--- src/sv/ppm_pkg.sv ---
`timescale 1ns / 1ps

package ppm_pkg;

   localparam int SAMPLE_BITS = 12;
   localparam int LIMIT_BITS  = 7;
   localparam int CONFIRM_BITS = 16;
   localparam int TIME_BITS   = 32;
   localparam int CSR_ADDR_BITS = 5;
   localparam int CSR_DATA_BITS = 32;
   localparam int PERCENT_SCALE = 100;

   localparam logic [SAMPLE_BITS-1:0]  RIGHT_MIN_RESET  = SAMPLE_BITS'(1620);
   localparam logic [SAMPLE_BITS-1:0]  RIGHT_MAX_RESET  = SAMPLE_BITS'(3190);
   localparam logic [SAMPLE_BITS-1:0]  LEFT_MIN_RESET   = SAMPLE_BITS'(1280);
   localparam logic [SAMPLE_BITS-1:0]  LEFT_MAX_RESET   = SAMPLE_BITS'(2850);
   localparam logic [LIMIT_BITS-1:0]   DIFF_LIMIT_RESET = LIMIT_BITS'(10);
   localparam logic [CONFIRM_BITS-1:0] CONFIRM_MS_RESET = CONFIRM_BITS'(100);

   typedef enum logic [2:0] {
      REG_RIGHT_MIN  = 3'd0,
      REG_RIGHT_MAX  = 3'd1,
      REG_LEFT_MIN   = 3'd2,
      REG_LEFT_MAX   = 3'd3,
      REG_DIFF_LIMIT = 3'd4,
      REG_CONFIRM_MS = 3'd5
   } reg_index_type;

   typedef enum logic [1:0] {
      MODE_FAULT   = 2'd0,
      MODE_CONFIRM = 2'd1,
      MODE_OK      = 2'd2
   } mode_type;

   typedef enum logic [2:0] {
      SEQ_IDLE,
      SEQ_SPAN_R,
      SEQ_SPAN_L,
      SEQ_PCT_R,
      SEQ_PCT_L,
      SEQ_FINISH
   } seq_type;

   typedef struct packed {
      logic [SAMPLE_BITS-1:0] right_pot;
      logic [SAMPLE_BITS-1:0] left_pot;
      logic [TIME_BITS-1:0]   now_ms;
   } req_data_type;

   typedef struct packed {
      logic       pedals_ok;
      logic       throttle_cleared;
      logic [1:0] monitor_state;
   } rsp_data_type;

endpackage

--- src/sv/pedal_plausibility_monitor.sv ---
`timescale 1ns / 1ps

// Accelerator pedal plausibility monitor. Each request carries both pot samples and the
// current millisecond time; the block turns each sample into a percent of its configured
// span, compares the two and steps a fault / confirming / ok monitor, giving one response
// per request. All four divisions (two spans by 100, two offsets by their span) run on one
// shared restoring divider that yields one quotient bit per cycle, so a request occupies
// the block through the four divisions and the finish step, plus any response stall;
// req_stall is high for that time, while a finished response may still wait on rsp_stall.
// Registers sit at byte addresses 0x00 right_min, 0x04 right_max, 0x08 left_min, 0x0C
// left_max, 0x10 diff_limit, 0x14 confirm_ms; configure only while idle.
module pedal_plausibility_monitor
   import ppm_pkg::*;
(
   input  logic                     clock,
   input  logic                     reset,
   input  logic                     req_valid,
   output logic                     req_stall,
   input  req_data_type             req_data,
   output logic                     rsp_valid,
   input  logic                     rsp_stall,
   output rsp_data_type             rsp_data,
   input  logic                     csr_psel,
   input  logic                     csr_penable,
   input  logic                     csr_pwrite,
   input  logic [CSR_ADDR_BITS-1:0] csr_paddr,
   input  logic [CSR_DATA_BITS-1:0] csr_pwdata,
   output logic [CSR_DATA_BITS-1:0] csr_prdata,
   output logic                     csr_pready
);

   localparam int SB = SAMPLE_BITS;
   localparam int CNT_BITS = $clog2(SB);
   localparam logic [CNT_BITS-1:0] CNT_LAST = CNT_BITS'(SB - 1);

   logic [SB-1:0]           right_min_ff, right_max_ff, left_min_ff, left_max_ff;
   logic [LIMIT_BITS-1:0]   diff_limit_ff;
   logic [CONFIRM_BITS-1:0] confirm_ms_ff;
   reg_index_type           csr_index;
   logic                    csr_write;

   seq_type seq_ff, seq_in;
   logic    accept, div_busy, div_last, div_load, finish_go;

   logic [SB-1:0]        rp_ff, lp_ff;
   logic [TIME_BITS-1:0] now_ff;
   logic signed [SB:0]   span_r_ff, span_l_ff, pct_r_ff, pct_l_ff;

   logic [SB-1:0]       dvd_ff, dvd_in, rem_ff, rem_in, dvs_ff;
   logic                neg_ff;
   logic [CNT_BITS-1:0] cnt_ff;
   logic [SB:0]         rem_sh, rem_sub;
   logic                q_bit;
   logic signed [SB:0]  q_mag, q_signed, span_val;

   logic signed [SB:0] op_num, op_den;
   logic [SB-1:0]      num_mag, den_mag;

   mode_type             mode_ff, mode_upd;
   logic [TIME_BITS-1:0] start_ff, start_upd, elapsed;
   logic                 ok_flag_ff, ok_flag_upd;
   logic signed [SB+1:0] pct_diff;
   logic [SB:0]          diff_abs;
   logic                 in_range, too_far, timed_out;

   logic         rsp_valid_ff, rsp_valid_in;
   rsp_data_type rsp_data_ff, rsp_data_upd;

   // configuration port
   assign csr_pready = 1'b1;
   assign csr_index  = reg_index_type'(csr_paddr[4:2]);
   assign csr_write  = csr_psel && csr_penable && csr_pwrite;

   always_ff @(posedge clock) begin
      if (reset) begin
         right_min_ff  <= RIGHT_MIN_RESET;
         right_max_ff  <= RIGHT_MAX_RESET;
         left_min_ff   <= LEFT_MIN_RESET;
         left_max_ff   <= LEFT_MAX_RESET;
         diff_limit_ff <= DIFF_LIMIT_RESET;
         confirm_ms_ff <= CONFIRM_MS_RESET;
      end else if (csr_write) begin
         unique case (csr_index)
            REG_RIGHT_MIN:  right_min_ff  <= csr_pwdata[SB-1:0];
            REG_RIGHT_MAX:  right_max_ff  <= csr_pwdata[SB-1:0];
            REG_LEFT_MIN:   left_min_ff   <= csr_pwdata[SB-1:0];
            REG_LEFT_MAX:   left_max_ff   <= csr_pwdata[SB-1:0];
            REG_DIFF_LIMIT: diff_limit_ff <= csr_pwdata[LIMIT_BITS-1:0];
            REG_CONFIRM_MS: confirm_ms_ff <= csr_pwdata[CONFIRM_BITS-1:0];
            default: ;
         endcase
      end
   end

   always_comb begin
      unique case (csr_index)
         REG_RIGHT_MIN:  csr_prdata = CSR_DATA_BITS'(right_min_ff);
         REG_RIGHT_MAX:  csr_prdata = CSR_DATA_BITS'(right_max_ff);
         REG_LEFT_MIN:   csr_prdata = CSR_DATA_BITS'(left_min_ff);
         REG_LEFT_MAX:   csr_prdata = CSR_DATA_BITS'(left_max_ff);
         REG_DIFF_LIMIT: csr_prdata = CSR_DATA_BITS'(diff_limit_ff);
         REG_CONFIRM_MS: csr_prdata = CSR_DATA_BITS'(confirm_ms_ff);
         default:        csr_prdata = '0;
      endcase
   end

   // sequencer next state
   always_comb begin
      seq_in = seq_ff;
      unique case (seq_ff)
         SEQ_IDLE:   if (req_valid) seq_in = SEQ_SPAN_R;
         SEQ_SPAN_R: if (cnt_ff == CNT_LAST) seq_in = SEQ_SPAN_L;
         SEQ_SPAN_L: if (cnt_ff == CNT_LAST) seq_in = SEQ_PCT_R;
         SEQ_PCT_R:  if (cnt_ff == CNT_LAST) seq_in = SEQ_PCT_L;
         SEQ_PCT_L:  if (cnt_ff == CNT_LAST) seq_in = SEQ_FINISH;
         SEQ_FINISH: if (!rsp_valid_ff || !rsp_stall) seq_in = SEQ_IDLE;
         default:    seq_in = SEQ_IDLE;
      endcase
   end

   // sequencer outputs
   always_comb begin
      req_stall = 1'b1;
      div_busy  = 1'b0;
      finish_go = 1'b0;
      unique case (seq_ff) inside
         SEQ_IDLE:   req_stall = 1'b0;
         SEQ_SPAN_R, SEQ_SPAN_L, SEQ_PCT_R, SEQ_PCT_L: div_busy = 1'b1;
         SEQ_FINISH: finish_go = !rsp_valid_ff || !rsp_stall;
         default: ;
      endcase
   end

   assign accept   = req_valid && !req_stall;
   assign div_last = div_busy && (cnt_ff == CNT_LAST);
   assign div_load = accept || (div_last && seq_ff != SEQ_PCT_L);

   always_ff @(posedge clock) begin
      if (reset) begin
         seq_ff <= SEQ_IDLE;
      end else begin
         seq_ff <= seq_in;
      end
   end

   // operands for the next division
   always_comb begin
      case (seq_ff)
         SEQ_IDLE: begin
            op_num = $signed({1'b0, right_max_ff}) - $signed({1'b0, right_min_ff});
            op_den = (SB+1)'(PERCENT_SCALE);
         end
         SEQ_SPAN_R: begin
            op_num = $signed({1'b0, left_max_ff}) - $signed({1'b0, left_min_ff});
            op_den = (SB+1)'(PERCENT_SCALE);
         end
         SEQ_SPAN_L: begin
            op_num = $signed({1'b0, rp_ff}) - $signed({1'b0, right_min_ff});
            op_den = span_r_ff;
         end
         default: begin
            op_num = $signed({1'b0, lp_ff}) - $signed({1'b0, left_min_ff});
            op_den = span_l_ff;
         end
      endcase
      num_mag = op_num[SB] ? SB'(-op_num) : op_num[SB-1:0];
      den_mag = op_den[SB] ? SB'(-op_den) : op_den[SB-1:0];
   end

   // shared restoring divider, one quotient bit per cycle
   always_comb begin
      rem_sh   = {rem_ff, dvd_ff[SB-1]};
      rem_sub  = rem_sh - {1'b0, dvs_ff};
      q_bit    = (rem_sh >= {1'b0, dvs_ff});
      rem_in   = q_bit ? rem_sub[SB-1:0] : rem_sh[SB-1:0];
      dvd_in   = {dvd_ff[SB-2:0], q_bit};
      q_mag    = $signed({1'b0, dvd_in});
      q_signed = neg_ff ? -q_mag : q_mag;
      span_val = (dvd_in == '0) ? (SB+1)'(1) : q_signed;
   end

   always_ff @(posedge clock) begin
      if (div_load) begin
         dvd_ff <= num_mag;
         rem_ff <= '0;
         dvs_ff <= den_mag;
         neg_ff <= op_num[SB] ^ op_den[SB];
         cnt_ff <= '0;
      end else if (div_busy) begin
         dvd_ff <= dvd_in;
         rem_ff <= rem_in;
         cnt_ff <= cnt_ff + CNT_BITS'(1);
      end
   end

   always_ff @(posedge clock) begin
      if (accept) begin
         rp_ff  <= req_data.right_pot;
         lp_ff  <= req_data.left_pot;
         now_ff <= req_data.now_ms;
      end
      if (div_last) begin
         unique case (seq_ff)
            SEQ_SPAN_R: span_r_ff <= span_val;
            SEQ_SPAN_L: span_l_ff <= span_val;
            SEQ_PCT_R:  pct_r_ff  <= q_signed;
            SEQ_PCT_L:  pct_l_ff  <= q_signed;
            default: ;
         endcase
      end
   end

   // monitor next state
   always_comb begin
      pct_diff  = $signed({pct_r_ff[SB], pct_r_ff}) - $signed({pct_l_ff[SB], pct_l_ff});
      diff_abs  = pct_diff[SB+1] ? (SB+1)'(-pct_diff) : pct_diff[SB:0];
      too_far   = diff_abs > (SB+1)'(diff_limit_ff);
      in_range  = (rp_ff > right_min_ff) && (rp_ff < right_max_ff) &&
                  (lp_ff > left_min_ff) && (lp_ff < left_max_ff);
      elapsed   = now_ff - start_ff;
      timed_out = elapsed >= TIME_BITS'(confirm_ms_ff);
      mode_upd  = mode_ff;
      start_upd = start_ff;
      unique case (mode_ff)
         MODE_CONFIRM: begin
            if (timed_out) mode_upd = MODE_FAULT;
            else if (!too_far) mode_upd = MODE_OK;
         end
         default: begin
            if (!in_range) begin
               mode_upd = MODE_FAULT;
            end else if (too_far) begin
               mode_upd  = MODE_CONFIRM;
               start_upd = now_ff;
            end else begin
               mode_upd = MODE_OK;
            end
         end
      endcase
   end

   // monitor outputs
   always_comb begin
      ok_flag_upd = ok_flag_ff;
      unique case (mode_upd)
         MODE_OK:      ok_flag_upd = 1'b1;
         MODE_CONFIRM: ok_flag_upd = ok_flag_ff;
         default:      ok_flag_upd = 1'b0;
      endcase
      rsp_data_upd.pedals_ok        = ok_flag_upd;
      rsp_data_upd.throttle_cleared = (mode_upd != MODE_OK) && (mode_upd != MODE_CONFIRM);
      rsp_data_upd.monitor_state    = mode_upd;
   end

   always_ff @(posedge clock) begin
      if (reset) begin
         mode_ff    <= MODE_FAULT;
         start_ff   <= '0;
         ok_flag_ff <= 1'b0;
      end else if (finish_go) begin
         mode_ff    <= mode_upd;
         start_ff   <= start_upd;
         ok_flag_ff <= ok_flag_upd;
      end
   end

   // response register
   always_comb begin
      rsp_valid_in = rsp_valid_ff;
      if (finish_go) rsp_valid_in = 1'b1;
      else if (!rsp_stall) rsp_valid_in = 1'b0;
   end

   always_ff @(posedge clock) begin
      if (reset) begin
         rsp_valid_ff <= 1'b0;
      end else begin
         rsp_valid_ff <= rsp_valid_in;
      end
      if (finish_go) rsp_data_ff <= rsp_data_upd;
   end

   assign rsp_valid = rsp_valid_ff;
   assign rsp_data  = rsp_data_ff;

`ifndef SYNTHESIS
   a_accept_starts: assert property (@(posedge clock) disable iff (reset)
      accept |=> seq_ff == SEQ_SPAN_R)
      else $error("accepted request did not start the span division");

   a_rsp_from_finish: assert property (@(posedge clock) disable iff (reset)
      $rose(rsp_valid_ff) |-> $past(seq_ff) == SEQ_FINISH)
      else $error("response raised outside the finish step");

   a_rem_below_dvs: assert property (@(posedge clock) disable iff (reset)
      div_busy |-> rem_ff < dvs_ff)
      else $error("divider remainder not below divisor");

   a_ok_flag: assert property (@(posedge clock) disable iff (reset)
      rsp_valid_ff && rsp_data_ff.monitor_state == MODE_OK |-> rsp_data_ff.pedals_ok)
      else $error("ok state without pedals_ok");
`endif

endmodule
--- config.mk ---
export PLATFORM = sky130hd
export DESIGN_NAME = pedal_plausibility_monitor
export DESIGN_NICKNAME = d
export VERILOG_FILES = /design/src/sv/ppm_pkg.sv /design/src/sv/pedal_plausibility_monitor.sv
export SDC_FILE = /design/constraint.sdc
export NUM_CORES = 1
export LEC_CHECK = 0
export ABC_AREA = 0
export BUFFER_PORTS_ARGS = -buffer_cell sky130_fd_sc_hd__buf_2
export CORE_MARGIN = 3
export CORE_UTILIZATION = 55
export DETAILED_ROUTE_END_ITERATION = 10
export HOLD_SLACK_MARGIN = 0.02
export PLACE_DENSITY = 0.78
export SLEW_MARGIN = 15
export SYNTH_ARGS = -nofsm -noshare
export SYNTH_HDL_FRONTEND = slang
export SYNTH_SLANG_ARGS = --single-unit
export TNS_END_PERCENT = 1
--- constraint.sdc ---
create_clock -name clock -period 6.9 [get_ports clock]
set_input_delay 0.345 -clock clock [delete_from_list [all_inputs] [get_ports clock]]
set_output_delay 0.345 -clock clock [all_outputs]
set_load 0.03 [all_outputs]
==> load_flow_metrics.sql <==
INSERT INTO impl_metrics (metric_group, metric, value, unit) VALUES
('floorplan', 'initial_utilization', '56.55', '%'),
('setup_path', 'timing.reg2reg.worst_path_depth', '22', ''),
('logic_synthesis', 'count_of_cell_types_in_the_netlist', '82', ''),
('clock_network', 'cts_sinks', '263', ''),
('timing', 'final_period_demand_of_the_worst_path', '5.545', 'ns'),
('final_layout', 'layout.cells.most_common', 'sky130_fd_sc_hd__nand2_1', ''),
('global_routing', 'met3_usage', '3.298', '%'),
('clock_network', 'cts_root_buffer', 'sky130_fd_sc_hd__clkbuf_16', ''),
('final_layout', 'antenna_cells', '0', ''),
('hold_path', 'hold_path_end', 'confirm_ms_ff[15]', ''),
('timing', 'timing.final.setup_violations', '0', ''),
('timing', 'fmax', '180.3', 'MHz'),
('global_routing', 'grt_antenna_before_repair', '0', ''),
('global_routing', 'gr-total-overflow', '0', ''),
('global_routing', 'grt_use_met2', '43.40', '%'),
('placed_design', 'dp_hpwl', '36230', 'um'),
('setup_path', 'rrSetupSlack', '1.35', 'ns'),
('logic_synthesis', 'synthesis.area_per_instance', '8.934', 'um^2'),
('clock_network', 'cts_max_level', '1', ''),
('logic_synthesis', 'netlist_instances', '2023', ''),
('timing', 'worst-slew-pin-transition', '1.157', 'ns'),
('final_layout', 'nNetsFinal', '2411', ''),
('floorplan', 'die_height', '187.3', 'um'),
('placed_design', 'detailedPlace.worstSlack', '1.438', 'ns'),
('setup_path', 'worst_r2r_startpoint', 'now_ff[1]', ''),
('detailed_routing', 'drt-total-wl', '48300', 'um'),
('detailed_routing', 'route.detailed.wl_per_inst', '18.53', 'um'),
('flow_run', 'drv_cap', '0', ''),
('setup_path', 'critPathMaxFanout', '4', ''),
('timing', 'worst_case_headroom_to_the_max_slew_limit', '22.52', '%'),
('floorplan', 'placeableCoreArea', '31960', 'um^2'),
('final_layout', 'drive_gt1_share', '9.300', '%'),
('clock_network', 'cts_buffers', '30', ''),
('clock_network', 'cts_tree', 'done', ''),
('clock_network', 'path_clk_slew', '0.06', 'ns'),
('timing', 'timing_max_transition_violations_final', '0', ''),
('hold_path', 'hold_path_startpoint', 'csr_pwdata[15]', ''),
('logic_synthesis', 'synth_edf_count', '137', ''),
('detailed_routing', 'drtAntennaViolNets', '0', ''),
('clock_network', 'cts_setup_buffers', '0', ''),
('logic_synthesis', 'synthTopCellsByArea', 'sky130_fd_sc_hd__edfxtp_1 (23%), sky130_fd_sc_hd__dfxtp_1 (14%), sky130_fd_sc_hd__ha_1 (11%)', ''),
('clock_network', 'cts.path.max_buffers', '3', ''),
('clock_network', 'clock_insertion_delay_worst_skew', '0.57', 'ns'),
('detailed_routing', 'dr_total_vias', '15510', ''),
('setup_path', 'worst_r2r_endpoint', 'ok_flag_ff', ''),
('global_routing', 'use_met1', '36.37', '%'),
('run_status', 'status', 'finished clean', ''),
('final_layout', 'area_growth', '12.90', '%'),
('setup_path', 'cp_data_arrival_time', '6.03', 'ns'),
('hold_path', 'hp-class', 'primary input to flip-flop', ''),
('floorplan', 'floorplan.rows', '65', ''),
('power', 'vdd_drop_max', '0.0001998', 'V'),
('timing', 'timing.final.crit_share', '80.37', '%'),
('global_routing', 'groute.usage.overall', '26.51', '%'),
('power', 'power-per-cell-area', '208.2', 'nW/um^2'),
('global_routing', 'grt_pass1_wl', '76410', 'um'),
('timing', 'hold_slack', '0.04660', 'ns'),
('setup_path', 'cp-end-kind', 'flip-flop', ''),
('setup_path', 'critPathLaunchType', 'flip-flop', ''),
('setup_path', 'path_type_of_the_worst_setup_path', 'flip-flop to flip-flop', ''),
('timing', 'final-hold-violation-count', '0', ''),
('clock_network', 'postCtsHoldBufs', '59', ''),
('global_routing', 'grt.busiest_layer', 'met2', ''),
('floorplan', 'design.die.area', '35070', 'um^2'),
('timing', 'grt_setup_unrepaired', 'false', ''),
('global_routing', 'grt_pass1_vias', '14900', ''),
('timing', 'aggregate_negative_setup_slack', '0', 'ns'),
('global_routing', 'grt_max_degree', '106', ''),
('logic_synthesis', 'netlist_area', '18070', 'um^2'),
('logic_synthesis', 'synthesis_stage_register_bit_count', '263', ''),
('logic_synthesis', 'ys.flop_type', 'sky130_fd_sc_hd__edfxtp_1', '');
worst max-delay path by stage:
| stage | start | end | slack [ns] | cells past startpoint |
|---|---|---|---|---|
| 6_report | now_ff[1] | ok_flag_ff | 1.35 | 22 |
| 5_1_grt | now_ff[1] | ok_flag_ff | 1.02 | 22 |
| 4_1_cts | now_ff[1] | ok_flag_ff | 1.41 | 24 |
| 3_5_place_dp | now_ff[1] | ok_flag_ff | 1.44 | 24 |
| 3_3_place_gp | now_ff[1] | ok_flag_ff | 1.54 | 24 |
| 2_1_floorplan | now_ff[1] | ok_flag_ff | 2.02 | 24 |
cell families (layout without fill, tap and decap cells):
family | after synthesis | in the layout | synth area share (%)
and+or+nand+nor | 634 | 634 | 17.33
AOI/OAI and AO/OA | 516 | 516 | 18.64
buffers and inverters | 268 | 402 | 6.099
DFF | 263 | 263 | 36.72
adders and majority gates | 163 | 163 | 11.57
xor gates and xnor gates | 104 | 104 | 5.040
muxes | 73 | 73 | 4.548
other | 2 | 17 | 0.04155
critical path, cell delays in order, from the launching register on:
cell                       delay (ns)
sky130_fd_sc_hd__edfxtp_1        0.43
sky130_fd_sc_hd__ha_1            0.30
sky130_fd_sc_hd__nor2b_1         0.14
sky130_fd_sc_hd__o31a_1          0.30
sky130_fd_sc_hd__o21ai_0         0.60
sky130_fd_sc_hd__nand2_1         0.16
sky130_fd_sc_hd__a21oi_1         0.22
sky130_fd_sc_hd__xnor2_1         0.09
sky130_fd_sc_hd__ha_1            0.23
sky130_fd_sc_hd__nor3b_1         0.21
sky130_fd_sc_hd__o221ai_1        0.20
sky130_fd_sc_hd__a21oi_1         0.16
sky130_fd_sc_hd__o221ai_1        0.12
sky130_fd_sc_hd__nor4_1          0.28
sky130_fd_sc_hd__nand4_1         0.12
sky130_fd_sc_hd__or4_1           0.58
sky130_fd_sc_hd__nor4_2          0.38
sky130_fd_sc_hd__or2_1           0.21
sky130_fd_sc_hd__and2_1          0.16
sky130_fd_sc_hd__ha_1            0.24
sky130_fd_sc_hd__nor2_1          0.14
sky130_fd_sc_hd__nand2_1         0.07
sky130_fd_sc_hd__a21oi_1         0.12
metrics by stage:
stage / total power [uW] / cell area [um^2] / instances
2_1_floorplan: 2454 / 18130 / 2038
3_3_place_gp: 2642 / 18840 / 2492
3_5_place_dp: 2671 / 18840 / 2492
4_1_cts: 4260 / 20390 / 2607
5_1_grt: 4440 / 20400 / 2607
6_report: 4248 / 20400 / 2607
power breakdown:
group	switching, uW	internal [uW]	total, uW
clock network	659	902	1560
registers	70.5	1760	1830
logic	524	336	860
registers in the layout, indices dropped and copies added, names as in the netlist, 13 cells and up:
| signal | flops |
|---|---|
| span_r_ff | 13 |
| now_ff | 32 |
| span_l_ff | 13 |
| confirm_ms_ff | 16 |
| pct_l_ff | 13 |
| pct_r_ff | 13 |
| start_ff | 32 |
cells in the mapped netlist, drive strengths merged (7+ instances only):
master and instances:
nor3 44, buf 32, and2 11, inv 174
nor3b 10, a211o 30, nand4 23, mux4 7
fa 7, mux2i 63, xor2 37, or3 16
nor2 164, ha 156, nand2 177, o21a 22
o211ai 13, o22ai 19, a21boi 8, nor2b 24
a211oi 15, nor4 11, nand2b 86, a21oi 147
dfxtp 126, edfxtp 137, a21o 28, o21ai 107
a31oi 19, xnor2 67, or2 10, o21bai 7
and3 13, clkbuf 62, a22oi 16, nand3 25
o31ai 16
cell type report:
cell class / instances / area [um^2]
clock buffer: 36 / 804.5
clock inverter: 20 / 158.9
fill: 2617 / 11560
inverter: 174 / 653.1
multi-input combinational: 1507 / 10420
sequential: 263 / 6636
tap: 435 / 544.3
timing repair buffer: 172 / 1184
per-layer routing:
| layer | wire length (um) | share of wire [%] | vias up |
|---|---|---|---|
| met1 | 21050 | 44 | 7324 |
| met2 | 22130 | 46 | 604 |
| met5 | 0 | 0 | - |
| met3 | 3499 | 7.2 | 103 |
| met4 | 1614 | 3.3 | 0 |
| li1 | - | - | 7479 |
Power figures use the tool's default switching activity.
